[src/design/lfk_pkg.sv]
// lfk_pkg: shared types, codes and sizes of the lattice flip unit
// no dependencies; used by the interfaces, the multiplier and the top level
`default_nettype none

package lfk_pkg;

    localparam int SITES_DEF    = 4096;
    localparam int SIDE_DEF     = 64;
    localparam int RATE_W       = 16;
    localparam int RAND_W       = 32;
    localparam int MUL_W        = 32;
    localparam int SITE_OUT_W   = 12;
    localparam int WEIGHT_OUT_W = 30;
    localparam int CFG_IDX_W    = 2;
    localparam int MAX_RES      = 4;

    // register indexes of the write port
    typedef enum logic [CFG_IDX_W-1:0] {
        REG_RATE_B,
        REG_RATE_C,
        REG_RATE_D
    } lfk_reg_t;

    // site classes
    typedef enum logic [2:0] {
        CL_A,
        CL_B,
        CL_C,
        CL_D,
        CL_E
    } lfk_class_t;

    // sequencer states
    typedef enum logic [4:0] {
        ST_CLEAR,
        ST_IDLE,
        ST_WB,
        ST_WC,
        ST_WD,
        ST_WSUM,
        ST_CLS_MUL,
        ST_CLS_CMP,
        ST_ELEM_MUL,
        ST_ELEM_IDX,
        ST_MV_READ,
        ST_MV_SITE,
        ST_SW_START,
        ST_SW_WR1,
        ST_SW_WR2,
        ST_SW_NEXT,
        ST_MV_DONE,
        ST_DIV_MUL,
        ST_DIV_Y,
        ST_DIV_UP,
        ST_NB_READ,
        ST_NB_EVAL,
        ST_NB_ADV,
        ST_SEND
    } lfk_state_t;

    // operands for the shared multiplier
    typedef struct packed {
        logic [MUL_W-1:0] a;
        logic [MUL_W-1:0] b;
    } mul_req_t;

    // one result word
    typedef struct packed {
        logic [SITE_OUT_W-1:0]   site;
        logic                    new_state;
        logic                    from_b;
        logic [WEIGHT_OUT_W-1:0] total_weight;
        logic                    error;
    } res_t;

endpackage

`default_nettype wire

[src/design/lfk_mul.sv]
// lfk_mul: shared 32x32 multiplier with a registered product
// depends on lfk_pkg for the operand struct
`default_nettype none

module lfk_mul import lfk_pkg::*;
(
    input  wire logic               clk,
    input  wire mul_req_t           req,
    output logic [2*MUL_W-1:0]      prod
);

    // one product per cycle, ready the cycle after the operands
    always_ff @(posedge clk)
    begin
        prod <= req.a * req.b;
    end

endmodule

`default_nettype wire

[config.mk]
export PLATFORM = sky130hd
export DESIGN_NAME = lfk_mul
export DESIGN_NICKNAME = d
export VERILOG_FILES = /design/src/design/lfk_pkg.sv /design/src/design/lfk_mul.sv
export SDC_FILE = /design/constraint.sdc
export NUM_CORES = 2
export LEC_CHECK = 0
export BUFFER_PORTS_ARGS = -buffer_cell sky130_fd_sc_hd__buf_4
export CORE_ASPECT_RATIO = 0.5
export CORE_UTILIZATION = 55
export DETAILED_ROUTE_END_ITERATION = 10
export GPL_TIMING_DRIVEN = 0
export PLACE_DENSITY = 0.75
export RECOVER_POWER = 100
export SYNTH_ARGS = -nofsm -noshare
export SYNTH_HDL_FRONTEND = slang
export SYNTH_SLANG_ARGS = --single-unit
[constraint.sdc]
create_clock -name clk -period 7.7 [get_ports clk]
set_input_delay 0.77 -clock clk [delete_from_list [all_inputs] [get_ports clk]]
set_output_delay 0.77 -clock clk [all_outputs]
set_load 0.01 [all_outputs]
==> flow_summary.ini <==
[timing]
fin_crit_sh_pct = 100.7
final-setup-viol-count = 4
slew_viol_final = 0
slew_headroom_pct = 39.32
report.final.hold_viol_count = 0
fin_crit_ps = 7755
setup_ws_ps = -55.08
max_freq_mhz = 128.9
worst_slew_pin_slew_ps = 910.2
rsz0062_at_grt = true

[synthesis]
synth.most_common_cell = fa_1
synth_top_family_by_area = adder cells
yosys.area_share.xor_xnor_pct = 1.515
ys_warn_count = 0
synth.cells.most_frequent = fa_1, inv_1, and2_1
synth_top_area_share_pct = 51.73
yosysTopAreaCell = fa_1
synth-edff-count = 0
syn_area_mm2 = 0.03468
synth_area_leaders = fa_1, and2_1, ha_1
synthMuxAreaShare_pct = 0.02887
yosysSeqAreaShare_pct = 3.695
synth-seq-cells = 64
synthFlopType = dfxtp_1
synth_compound_area_share_pct = 4.153
async_flop_share_pct = 0
synth-simple-area-share_pct = 17.62
synth_fa_ha_area_share_pct = 61.22
synthDistinctLibCells = 57
syn-num-nets = 4972
syn_avg_cell_area_um2 = 9.252
synth_cells = 3748

[placed_design]
io_buffers = 128
routabilityCongestion = 1.060
dpl.hpwl_mm = 104.5

[global_routing]
grt_pass1_vias = 28570
antenna_found_initial = 19
grt_pass1_wl_mm = 182.7
overflow = 0
grt_use_total_pct = 39.84
grt_start_max_net_pins = 14

[floorplanning]
rows = 64
start_util_pct = 56.16
dieArea_mm2 = 0.06412
die_w_um = 357.1
die_h_um = 179.6
io_pins = 129
fp.coreArea_mm2 = 0.06174

[clocking]
cts_tree = built
clock_path_buffers = 2
cts_buffers = 9
clk_pin_slew_ps = 60
cts-htree-levels = 3
ctsRootBufferMaster = clkbuf_16
postCtsHoldBufs = 0
clock_sinks = 64

[worst_hold_path]
hold_depth = 2
holdPathEnd = prod[0]
hp-class = input port to flip-flop
min_from = req[0]

[critical_path]
worstSetupStartpointType = input port
arrival_ps = 7990
path_buf_inv = 5
crit_top_cell = fa_1
cpPeakStageDelay_ps = 630
path_depth = 22
slowest_stage = fa_2
path_class = input port to flip-flop
endpoint_kind = flip-flop
crit_family = adder cells
worst-path-max-fanout = 10
cp.required_ps = 7940
path_cells = buf_4 -> clkbuf_4 -> nand2_1 -> fa_1 -> fa_2 -> fa_1 -> fa_1 -> inv_1 -> fa_2 -> fa_2 -> fa_1 -> fa_1 -> ha_1 -> buf_6 -> nand4_1 -> or4_4 -> or3_4 -> a31oi_4 -> a31o_4 -> buf_4 -> a21boi_1 -> xnor2_1

[status]
violations = negative setup slack
status = finished with violations

[final_layout]
largestRegisters = prod: 64 flops
layout-drive-gt1-share_pct = 11.27
syn_to_final_growth_pct = 13.13
fillerInstances = 5164
post-route-util_pct = 63.54
regArea_mm2 = 0.001281
multiInputGateArea_mm2 = 0.02976
largest_register = prod
largest_reg_flops = 64
nets = 5169

[job]
drv_cap = 0

[routing]
vias = 27740
drt-initial-drc-count = 3025
drc = 0
drt_wl_total_mm = 125.7
ant_nets = 0
routed_via_density = 5.795
firstDrtPassIters = 5
wire_per_inst_um = 26.25
-- layout by cell type, fill, tap and decap left out, types with 10 or more instances in the layout --
cell         n
nand3_1     10
dfxtp_1     64
ha_1       251
nor2_1      19
nand4_1     23
diode_2     12
fa_2        27
clkbuf_2    22
ha_4        10
o21bai_1    10
xor2_1      25
xnor2_1     35
buf_8       20
clkbuf_1    86
buf_12      37
buf_6       65
fa_1       869
a21o_1      39
buf_4      140
inv_1      857
and3_1      14
o21ai_0     20
nand2_1    476
and2_4      12
clkbuf_16   13
buf_2       13
a21oi_1     54
and2_1     585
clkbuf_4    16
-- how the worst max path moves through the flow --
stage | from | end | slack [ps]
3_5_place_dp | req[48] | prod[62] | -1800
6_report | req[53] | prod[54] | -60
4_1_cts | req[48] | prod[62] | -20
5_1_grt | req[60] | prod[42] | -140
2_1_floorplan | req[57] | prod[62] | 180
3_3_place_gp | req[48] | prod[62] | -1720
-- cell type report --
| type | count | share of cell area (%) |
|---|---|---|
| Antenna cell | 12 | 0.07655 |
| Multi-Input combinational cell | 2599 | 75.87 |
| Clock inverter | 7 | 0.2009 |
| Buffer | 208 | 5.565 |
| Sequential cell | 64 | 3.266 |
| Clock buffer | 9 | 0.5741 |
| Tap cell | 825 | 2.631 |
| Inverter | 865 | 8.276 |
| Timing Repair Buffer | 198 | 3.543 |
-- cells by family (layout without fill, tap and decap cells) --
group,after synthesis,after routing
flops,64,64
compound gates,202,202
xor+xnor,60,60
other cells,0,12
buf+inv,1085,1287
fa+ha+maj,1159,1159
simple gates,1177,1177
mux,1,1
-- what timing repair did --
item	in CTS	in global routing
endpoints found under the setup margin	33	23
buffers inserted	7	61
resized for setup	358	449
pin swaps	9	43
gates cloned	0	2
-- layer usage --
layer  up-vias  GRT usage (%)  share of wire (%)
li1      11300              -                  -
met5         -              0              0.021
met4         4          16.89                5.9
met2      1793          59.53                 43
met3       416          11.73                 13
met1     14230          54.23                 37
-- metrics by stage --
stage	hold slack [ps]	cells	setup slack [ps]	TNS, ps	cell area (um^2)
finish	701.8	4787	-55.08	-205.1	39230
global route	688.1	4776	-140.7	-1075	39200
CTS	676.9	4720	-17.65	-17.65	37920
detailed placement	1060	4701	-1798	-37130	36670
global placement	1057	4701	-1717	-34520	36670
floorplan	897.3	3748	177.3	0	34680
Power is left out: the tool's default activity adds up to more than one toggle a clock period on the data nets, which glitch-free logic cannot reach.
